--- src/rtl/cfd_pkg.sv ---
// Shared types and constants for the control frame deframer.
// Used by the front, queue, back and top level modules.
package cfd_pkg;

    localparam int PayloadLen = 10;
    localparam int QueueDepth = 2;

    localparam logic [1:0] REG_FRAME_MAGIC   = 2'd0;
    localparam logic [1:0] REG_THROTTLE_MIN  = 2'd1;
    localparam logic [1:0] REG_THROTTLE_MAX  = 2'd2;
    localparam logic [1:0] REG_FRAME_TIMEOUT = 2'd3;

    localparam logic [7:0]  RST_FRAME_MAGIC   = 8'hAB;
    localparam logic [15:0] RST_THROTTLE_MIN  = 16'd900;
    localparam logic [15:0] RST_THROTTLE_MAX  = 16'd2100;
    localparam logic [15:0] RST_FRAME_TIMEOUT = 16'd50;

    typedef enum logic [2:0] {
        ST_OK       = 3'd0,
        ST_CSUM_BAD = 3'd1,
        ST_THR_BAD  = 3'd2,
        ST_ARM_BAD  = 3'd3,
        ST_TIMEOUT  = 3'd4
    } t_status;

    typedef struct packed {
        logic [7:0]  frame_magic;
        logic [15:0] throttle_min;
        logic [15:0] throttle_max;
        logic [15:0] frame_timeout;
    } t_cfg;

    // One finished frame or timeout, as handed from front to back
    typedef struct packed {
        logic        timeout;
        logic        csum_ok;
        logic [15:0] throttle;
        logic [15:0] roll;
        logic [15:0] pitch;
        logic [15:0] yaw;
        logic [7:0]  armed;
    } t_frame_rec;

endpackage

--- src/rtl/cfd_front.sv ---
// Front end: accepts bytes and ticks, hunts for the start byte, assembles frames and times them out.
// Depends on cfd_pkg; pushes finished frame records into cfd_queue.
module cfd_front
    import cfd_pkg::*;
(
    input  logic       i_clk,
    input  logic       i_rst_n,
    input  t_cfg       i_cfg,
    input  logic       i_valid,
    input  logic       i_mode,
    input  logic [7:0] i_rx_byte,
    input  logic       i_full,
    output logic       o_stall,
    output logic       o_push,
    output t_frame_rec o_rec
);

    localparam logic [3:0] LastIdx = 4'(PayloadLen - 1);

    logic        r_collecting, n_collecting;
    logic [3:0]  r_byte_count, n_byte_count;
    logic [7:0]  r_xor, n_xor;
    logic [15:0] r_elapsed, n_elapsed;
    logic [7:0]  r_frame_bytes [PayloadLen-1];

    logic        accept;
    logic        last_byte;
    logic [15:0] elapsed_inc;
    logic        timeout_hit;

    assign o_stall     = i_full;
    assign accept      = i_valid && !i_full;
    assign last_byte   = (r_byte_count == LastIdx);
    assign elapsed_inc = (r_elapsed == 16'hFFFF) ? r_elapsed : r_elapsed + 16'd1;
    assign timeout_hit = (elapsed_inc >= i_cfg.frame_timeout);

    always_comb begin
        n_collecting = r_collecting;
        n_byte_count = r_byte_count;
        n_xor        = r_xor;
        n_elapsed    = r_elapsed;
        o_push       = 1'b0;
        o_rec        = '0;
        if (accept) begin
            if (i_mode) begin
                if (r_collecting) begin
                    if (timeout_hit) begin
                        // drop the partial frame and report a timeout
                        o_push       = 1'b1;
                        o_rec.timeout = 1'b1;
                        n_collecting = 1'b0;
                        n_byte_count = '0;
                        n_xor        = '0;
                        n_elapsed    = '0;
                    end else begin
                        n_elapsed = elapsed_inc;
                    end
                end
            end else if (!r_collecting) begin
                if (i_rx_byte == i_cfg.frame_magic) begin
                    n_collecting = 1'b1;
                    n_byte_count = '0;
                    n_xor        = i_rx_byte;
                    n_elapsed    = '0;
                end
            end else if (last_byte) begin
                // checksum byte closes the frame
                o_push        = 1'b1;
                o_rec.csum_ok = (i_rx_byte == r_xor);
                o_rec.throttle = {r_frame_bytes[1], r_frame_bytes[0]};
                o_rec.roll     = {r_frame_bytes[3], r_frame_bytes[2]};
                o_rec.pitch    = {r_frame_bytes[5], r_frame_bytes[4]};
                o_rec.yaw      = {r_frame_bytes[7], r_frame_bytes[6]};
                o_rec.armed    = r_frame_bytes[8];
                n_collecting  = 1'b0;
                n_byte_count  = '0;
                n_xor         = '0;
                n_elapsed     = '0;
            end else begin
                n_xor        = r_xor ^ i_rx_byte;
                n_byte_count = r_byte_count + 4'd1;
            end
        end
    end

    always_ff @(posedge i_clk) begin
        if (!i_rst_n) begin
            r_collecting <= 1'b0;
            r_byte_count <= '0;
            r_xor        <= '0;
            r_elapsed    <= '0;
        end else begin
            r_collecting <= n_collecting;
            r_byte_count <= n_byte_count;
            r_xor        <= n_xor;
            r_elapsed    <= n_elapsed;
        end
    end

    always_ff @(posedge i_clk) begin
        if (accept && !i_mode && r_collecting && !last_byte) begin
            r_frame_bytes[r_byte_count] <= i_rx_byte;
        end
    end

endmodule

--- src/rtl/cfd_queue.sv ---
// Short queue of frame records between the front and back ends.
// Depends on cfd_pkg for the record type and depth.
module cfd_queue
    import cfd_pkg::*;
(
    input  logic       i_clk,
    input  logic       i_rst_n,
    input  logic       i_push,
    input  t_frame_rec i_rec,
    input  logic       i_pop,
    output t_frame_rec o_rec,
    output logic       o_full,
    output logic       o_empty
);

    localparam int PtrW = (QueueDepth > 1) ? $clog2(QueueDepth) : 1;
    localparam int CntW = $clog2(QueueDepth + 1);

    t_frame_rec      r_mem [QueueDepth];
    logic [PtrW-1:0] r_wr_ptr, r_rd_ptr;
    logic [CntW-1:0] r_count;

    logic do_push, do_pop;

    assign o_full  = (r_count == CntW'(QueueDepth));
    assign o_empty = (r_count == '0);
    assign do_push = i_push && !o_full;
    assign do_pop  = i_pop && !o_empty;
    assign o_rec   = r_mem[r_rd_ptr];

    always_ff @(posedge i_clk) begin
        if (!i_rst_n) begin
            r_wr_ptr <= '0;
            r_rd_ptr <= '0;
            r_count  <= '0;
        end else begin
            if (do_push) begin
                r_wr_ptr <= (r_wr_ptr == PtrW'(QueueDepth - 1)) ? '0 : r_wr_ptr + 1'b1;
            end
            if (do_pop) begin
                r_rd_ptr <= (r_rd_ptr == PtrW'(QueueDepth - 1)) ? '0 : r_rd_ptr + 1'b1;
            end
            case ({do_push, do_pop})
                2'b10:   r_count <= r_count + 1'b1;
                2'b01:   r_count <= r_count - 1'b1;
                default: r_count <= r_count;
            endcase
        end
    end

    always_ff @(posedge i_clk) begin
        if (do_push) begin
            r_mem[r_wr_ptr] <= i_rec;
        end
    end

endmodule

--- src/rtl/cfd_back.sv ---
// Back end: checks a frame record, sets its status and holds it in the output register.
// Depends on cfd_pkg; pops records from cfd_queue.
module cfd_back
    import cfd_pkg::*;
(
    input  logic        i_clk,
    input  logic        i_rst_n,
    input  t_cfg        i_cfg,
    input  logic        i_empty,
    input  t_frame_rec  i_rec,
    output logic        o_pop,
    input  logic        i_stall,
    output logic        o_valid,
    output logic [2:0]  o_status,
    output logic [15:0] o_throttle,
    output logic [15:0] o_roll,
    output logic [15:0] o_pitch,
    output logic [15:0] o_yaw,
    output logic [7:0]  o_armed
);

    logic       r_valid;
    t_status    r_status, status;
    t_frame_rec r_rec;

    assign o_pop = !i_empty && (!r_valid || !i_stall);

    // timeout first, then checksum, then throttle range, then armed flag
    always_comb begin
        if (i_rec.timeout) begin
            status = ST_TIMEOUT;
        end else if (!i_rec.csum_ok) begin
            status = ST_CSUM_BAD;
        end else if (i_rec.throttle < i_cfg.throttle_min ||
                     i_rec.throttle > i_cfg.throttle_max) begin
            status = ST_THR_BAD;
        end else if (i_rec.armed > 8'd1) begin
            status = ST_ARM_BAD;
        end else begin
            status = ST_OK;
        end
    end

    always_ff @(posedge i_clk) begin
        if (!i_rst_n) begin
            r_valid <= 1'b0;
        end else if (o_pop) begin
            r_valid <= 1'b1;
        end else if (!i_stall) begin
            r_valid <= 1'b0;
        end
    end

    always_ff @(posedge i_clk) begin
        if (o_pop) begin
            r_status <= status;
            r_rec    <= i_rec;
        end
    end

    assign o_valid    = r_valid;
    assign o_status   = r_status;
    assign o_throttle = r_rec.throttle;
    assign o_roll     = r_rec.roll;
    assign o_pitch    = r_rec.pitch;
    assign o_yaw      = r_rec.yaw;
    assign o_armed    = r_rec.armed;

endmodule

--- src/rtl/control_frame_deframer_core.sv ---
// Top level of the control frame deframer: configuration registers and the
// front end, queue and back end. Depends on cfd_pkg and the cfd_* modules.
//
// Takes one item (a received byte or a millisecond tick) in every cycle unless
// stalled. A frame result or a timeout result passes through a two-entry record
// queue and is loaded into the output register when the output is free. That
// queue, between the frame assembler and the checking stage, absorbs output
// stalls. The input stalls only while that queue is full, and then every item
// is held, including those that produce no result.
module control_frame_deframer_core
    import cfd_pkg::*;
(
    input  logic               i_clk,
    input  logic               i_rst_n,
    input  logic               i_cfg_we,
    input  logic [1:0]         i_cfg_idx,
    input  logic [15:0]        i_cfg_data,
    input  logic               i_in_valid,
    output logic               o_in_stall,
    input  logic               i_mode,
    input  logic [7:0]         i_rx_byte,
    output logic               o_out_valid,
    input  logic               i_out_stall,
    output logic [2:0]         o_status,
    output logic [15:0]        o_throttle,
    output logic signed [15:0] o_roll,
    output logic signed [15:0] o_pitch,
    output logic signed [15:0] o_yaw,
    output logic [7:0]         o_armed
);

    t_cfg       r_cfg;
    t_frame_rec push_rec, pop_rec;
    logic       push, pop, q_full, q_empty;
    logic [15:0] roll_u, pitch_u, yaw_u;

    always_ff @(posedge i_clk) begin
        if (!i_rst_n) begin
            r_cfg.frame_magic   <= RST_FRAME_MAGIC;
            r_cfg.throttle_min  <= RST_THROTTLE_MIN;
            r_cfg.throttle_max  <= RST_THROTTLE_MAX;
            r_cfg.frame_timeout <= RST_FRAME_TIMEOUT;
        end else if (i_cfg_we) begin
            case (i_cfg_idx)
                REG_FRAME_MAGIC:   r_cfg.frame_magic   <= i_cfg_data[7:0];
                REG_THROTTLE_MIN:  r_cfg.throttle_min  <= i_cfg_data;
                REG_THROTTLE_MAX:  r_cfg.throttle_max  <= i_cfg_data;
                REG_FRAME_TIMEOUT: r_cfg.frame_timeout <= i_cfg_data;
                default:           r_cfg <= r_cfg;
            endcase
        end
    end

    cfd_front u_front (
        .i_clk     (i_clk),
        .i_rst_n   (i_rst_n),
        .i_cfg     (r_cfg),
        .i_valid   (i_in_valid),
        .i_mode    (i_mode),
        .i_rx_byte (i_rx_byte),
        .i_full    (q_full),
        .o_stall   (o_in_stall),
        .o_push    (push),
        .o_rec     (push_rec)
    );

    cfd_queue u_queue (
        .i_clk   (i_clk),
        .i_rst_n (i_rst_n),
        .i_push  (push),
        .i_rec   (push_rec),
        .i_pop   (pop),
        .o_rec   (pop_rec),
        .o_full  (q_full),
        .o_empty (q_empty)
    );

    cfd_back u_back (
        .i_clk      (i_clk),
        .i_rst_n    (i_rst_n),
        .i_cfg      (r_cfg),
        .i_empty    (q_empty),
        .i_rec      (pop_rec),
        .o_pop      (pop),
        .i_stall    (i_out_stall),
        .o_valid    (o_out_valid),
        .o_status   (o_status),
        .o_throttle (o_throttle),
        .o_roll     (roll_u),
        .o_pitch    (pitch_u),
        .o_yaw      (yaw_u),
        .o_armed    (o_armed)
    );

    assign o_roll  = $signed(roll_u);
    assign o_pitch = $signed(pitch_u);
    assign o_yaw   = $signed(yaw_u);

endmodule

--- config.mk ---
export PLATFORM = sky130hd
export DESIGN_NAME = control_frame_deframer_core
export DESIGN_NICKNAME = d
export VERILOG_FILES = /design/src/rtl/cfd_pkg.sv /design/src/rtl/cfd_front.sv /design/src/rtl/cfd_queue.sv /design/src/rtl/cfd_back.sv /design/src/rtl/control_frame_deframer_core.sv
export SDC_FILE = /design/constraint.sdc
export NUM_CORES = 1
export LEC_CHECK = 0
export BUFFER_PORTS_ARGS = -buffer_cell sky130_fd_sc_hd__clkbuf_2
export CAP_MARGIN = 20
export CORE_UTILIZATION = 40
export CTS_BUF_LIST = sky130_fd_sc_hd__clkbuf_16
export DETAILED_ROUTE_END_ITERATION = 6
export PLACE_DENSITY_LB_ADDON = 0.2
export SYNTH_ARGS = -nofsm -noshare
export SYNTH_HDL_FRONTEND = slang
export SYNTH_SLANG_ARGS = --single-unit
export TNS_END_PERCENT = 5
--- constraint.sdc ---
create_clock -name i_clk -period 7.4 [get_ports i_clk]
set_input_delay 0.37 -clock i_clk [delete_from_list [all_inputs] [get_ports i_clk]]
set_output_delay 0.37 -clock i_clk [all_outputs]
set_load 0.1 [all_outputs]
==> impl_metrics.json <==
{
  "synth_mux_area_share_pct": 5.77,
  "path_class": "flop to flop",
  "slowest_delay_ns": 0.76,
  "start_util_pct": 40.6,
  "hpwl_mm": 20.8,
  "power_density_nw_per_um2": 302,
  "syn_inst": 1165,
  "synthTopCellsByArea": "edfxtp_1, dfxtp_1, mux2_2",
  "synthesis.area_um2": 15700,
  "port_buffers": 108,
  "ys_types": 71,
  "report.final.slew_viol_count": 0,
  "syn_avg_cell_area_um2": 13.5,
  "clock_latency_ns": 0.56,
  "drt_first_pass_iters": 7,
  "min_period_ns": 5.22,
  "period_share_pct": 70.5,
  "clock_skew_ns": 0.0135,
  "ctsHoldBuffers": 0,
  "clk_pin_slew_ns": 0.06,
  "place.gp.congestion": 0.796,
  "final_nets": 1369,
  "die-height_um": 200,
  "avgRoutedWirePerCell_um": 17.9,
  "critical_path.max_fanout": 30,
  "diodes": 0,
  "required_ns": 7.61,
  "status": "finished clean",
  "grt_start_max_net_pins": 78,
  "path_delay_family": "simple AND/OR/NAND/NOR gates",
  "whs_ns": 0.0944,
  "grt_pass1_wl_mm": 51.0,
  "fp.dieW_um": 200,
  "relSlewSlack_pct": 26.8,
  "critPathLaunchType": "flop",
  "setup_tns_ns": 0,
  "synth_top_family_by_area": "simple AND/OR/NAND/NOR gates",
  "fillers": 3484,
  "grt_pass1_vias": 8968,
  "cts_htree_levels": 2,
  "grt_use_met2_pct": 27.2,
  "io-pin-count": 109,
  "rows": 72,
  "syn_nets": 1246,
  "grt_overflow_total": 0,
  "clock-root-buffer": "clkbuf_16",
  "fin_util_pct": 46.9,
  "drc": 0,
  "rsz0062_at_grt": "false",
  "cts_tree": "built",
  "setup_viol": 0,
  "critPathMostFrequentCell": "ha_1",
  "grt_use_met1_pct": 22.4,
  "ys_warn_count": 0,
  "drt-total-wl_mm": 32.8,
  "numCtsBuffers": 41,
  "hold_class": "primary input to flop",
  "antenna_found_initial": 0,
  "vias": 9151,
  "clock-sinks": 386,
  "endpoint_kind": "flop",
  "ys_seq_area_share_pct": 67.9,
  "path_cells": "ha_1 > nand2_1 > or3_1 > or2_1 > nand4_1 > xnor2_1 > ha_1 > and2_1 > o2111ai_1 > o21ai_1 > a21oi_2 > a211o_1 > nor2_4 > buf_4",
  "yosys.area_share.simple_pct": 11.3,
  "fmax_mhz": 192,
  "instances_no_fill": 1837,
  "synth-compound-area-share_pct": 7.04,
  "cts_buffer_depth": 3,
  "synth_edf_count": 295,
  "post_cts_buffers": 0,
  "synth_fa_ha_area_share_pct": 3.90,
  "power_leakage_nw": 6.25,
  "cts-resized-gates": 0,
  "syn_to_final_growth_pct": 15.4,
  "vias_per_cell": 4.98,
  "async_flop_share_pct": 0,
  "synth_common_cells": "edfxtp_1, nand2_1, dfxtp_1",
  "synthFlopType": "edfxtp_1",
  "drt_iter0_markers": 530,
  "synth.most_common_cell": "edfxtp_1",
  "crit_slowest_cell": "nor2_4",
  "finalPower_mw": 5.48,
  "dieArea_um2": 40100,
  "core_um2": 38700,
  "tightest_slew_ns": 1.10,
  "place_inst": 1761,
  "drt.antenna.violating_nets": 0,
  "vdd_ir_drop_max_v": 0.000244,
  "met3_usage_pct": 2.62,
  "yosysTopAreaCellShare_pct": 56.3,
  "final_hold_viol_count": 0,
  "crit_arrival_ns": 5.43,
  "drive_above_1_share_pct": 22.1,
  "top_usage_layer": "met2",
  "cap_violations": 0,
  "worstPathBufferInverterCount": 1,
  "synth_xor_area_share_pct": 1.50,
  "grt_usage_pct": 16.5,
  "ys_ff_latch": 386,
  "synth_top_area_cell": "edfxtp_1"
}
==> state kept, by name, summed over array words and instances, names as in the netlist, 16 cells and up, named ones only <==
| register | flops |
|---|---|
| r_cfg | 56 |
| u_back.o_throttle | 16 |
| u_back.o_roll | 16 |
| u_front.r_frame_bytes | 72 |
| u_back.o_yaw | 16 |
| u_front.r_elapsed | 16 |
| u_back.o_pitch | 16 |
| u_queue.r_mem | 148 |
==> worst register-to-register path, cell delays in order (launching register included) <==
cell and delay, ns:
dfxtp_1 0.40, ha_1 0.22, nand2_1 0.15, or3_1 0.46
or2_1 0.34, nand4_1 0.19, xnor2_1 0.10, ha_1 0.30
and2_1 0.14, o2111ai_1 0.12, o21ai_1 0.38, a21oi_2 0.34
a211o_1 0.44, nor2_4 0.77, buf_4 0.53
==> path summary, 6_finish.rpt <==
| kind | from | end | slack [ns] | depth (start not counted) |
|---|---|---|---|---|
| setup / recovery | u_front.r_elapsed[0] | u_queue.r_mem[0][18] | 2.18 | 14 |
| hold / removal | i_cfg_data[10] | r_cfg[42] | 0.09 | 3 |
| setup reg to reg | u_front.r_elapsed[0] | u_queue.r_mem[0][18] | 2.18 | 14 |
| hold reg to reg | r_cfg[42] | r_cfg[42] | 0.45 | 2 |
==> cell usage in the layout (no fill, tap or decap), drive strengths merged, types with 14 or more instances in the layout <==
cell | synthesis | routed
o21ai | 30 | 30
mux2 | 77 | 77
inv | 57 | 68
nand2 | 139 | 139
and2 | 75 | 75
clkinv | 0 | 19
a21oi | 81 | 81
o211ai | 14 | 14
clkbuf | 38 | 149
ha | 49 | 49
dfxtp | 91 | 91
xnor2 | 26 | 26
buf | 9 | 19
nand3 | 22 | 22
nor2 | 31 | 31
edfxtp | 295 | 295
==> metrics by stage <==
step / area [um2] / setup slack, ns
floorplan: 15700 / 0.843
global placement: 16900 / 2.21
detailed placement: 16900 / 2.09
CTS: 18100 / 2.09
global route: 18200 / 1.77
finish: 18200 / 2.18
==> metal layers <==
metal / share of wire (%) / vias to the layer above
met5: 0 / -
met4: 2.1 / 0
met3: 3.8 / 49
met2: 48 / 173
met1: 46 / 4443
li1: - / 4486
==> cells by family (layout without fill, tap and decap cells) <==
| family | Yosys count | in the layout |
|---|---|---|
| buffers and inverters | 104 | 258 |
| multiplexers | 80 | 80 |
| XOR/XNOR | 27 | 27 |
| adder cells (fa/ha/maj) | 49 | 49 |
| AND/OR/NAND/NOR | 344 | 344 |
| AO/OA/AOI/OAI | 175 | 175 |
| flip-flops | 386 | 386 |
==> cell type report <==
class                   instances  area [um2]  share of cell area (%)
clock buffers                  41        1030                    5.65
clock inverters                33         224                    1.23
inverters                      57         214                    1.18
multi-input cells             675        4680                    25.8
flip-flops and latches        386       10700                    58.8
well taps                     518         648                    3.57
repair buffers                127         683                    3.76
==> power by group <==
group          switching [mW]  leakage (nW)  internal [mW]
registers              0.0252          3.35           2.47
clock network           0.821         0.651           1.08
logic                   0.803          2.24          0.279
total                    1.65          6.25           3.83
Power figures use the tool's default switching activity.
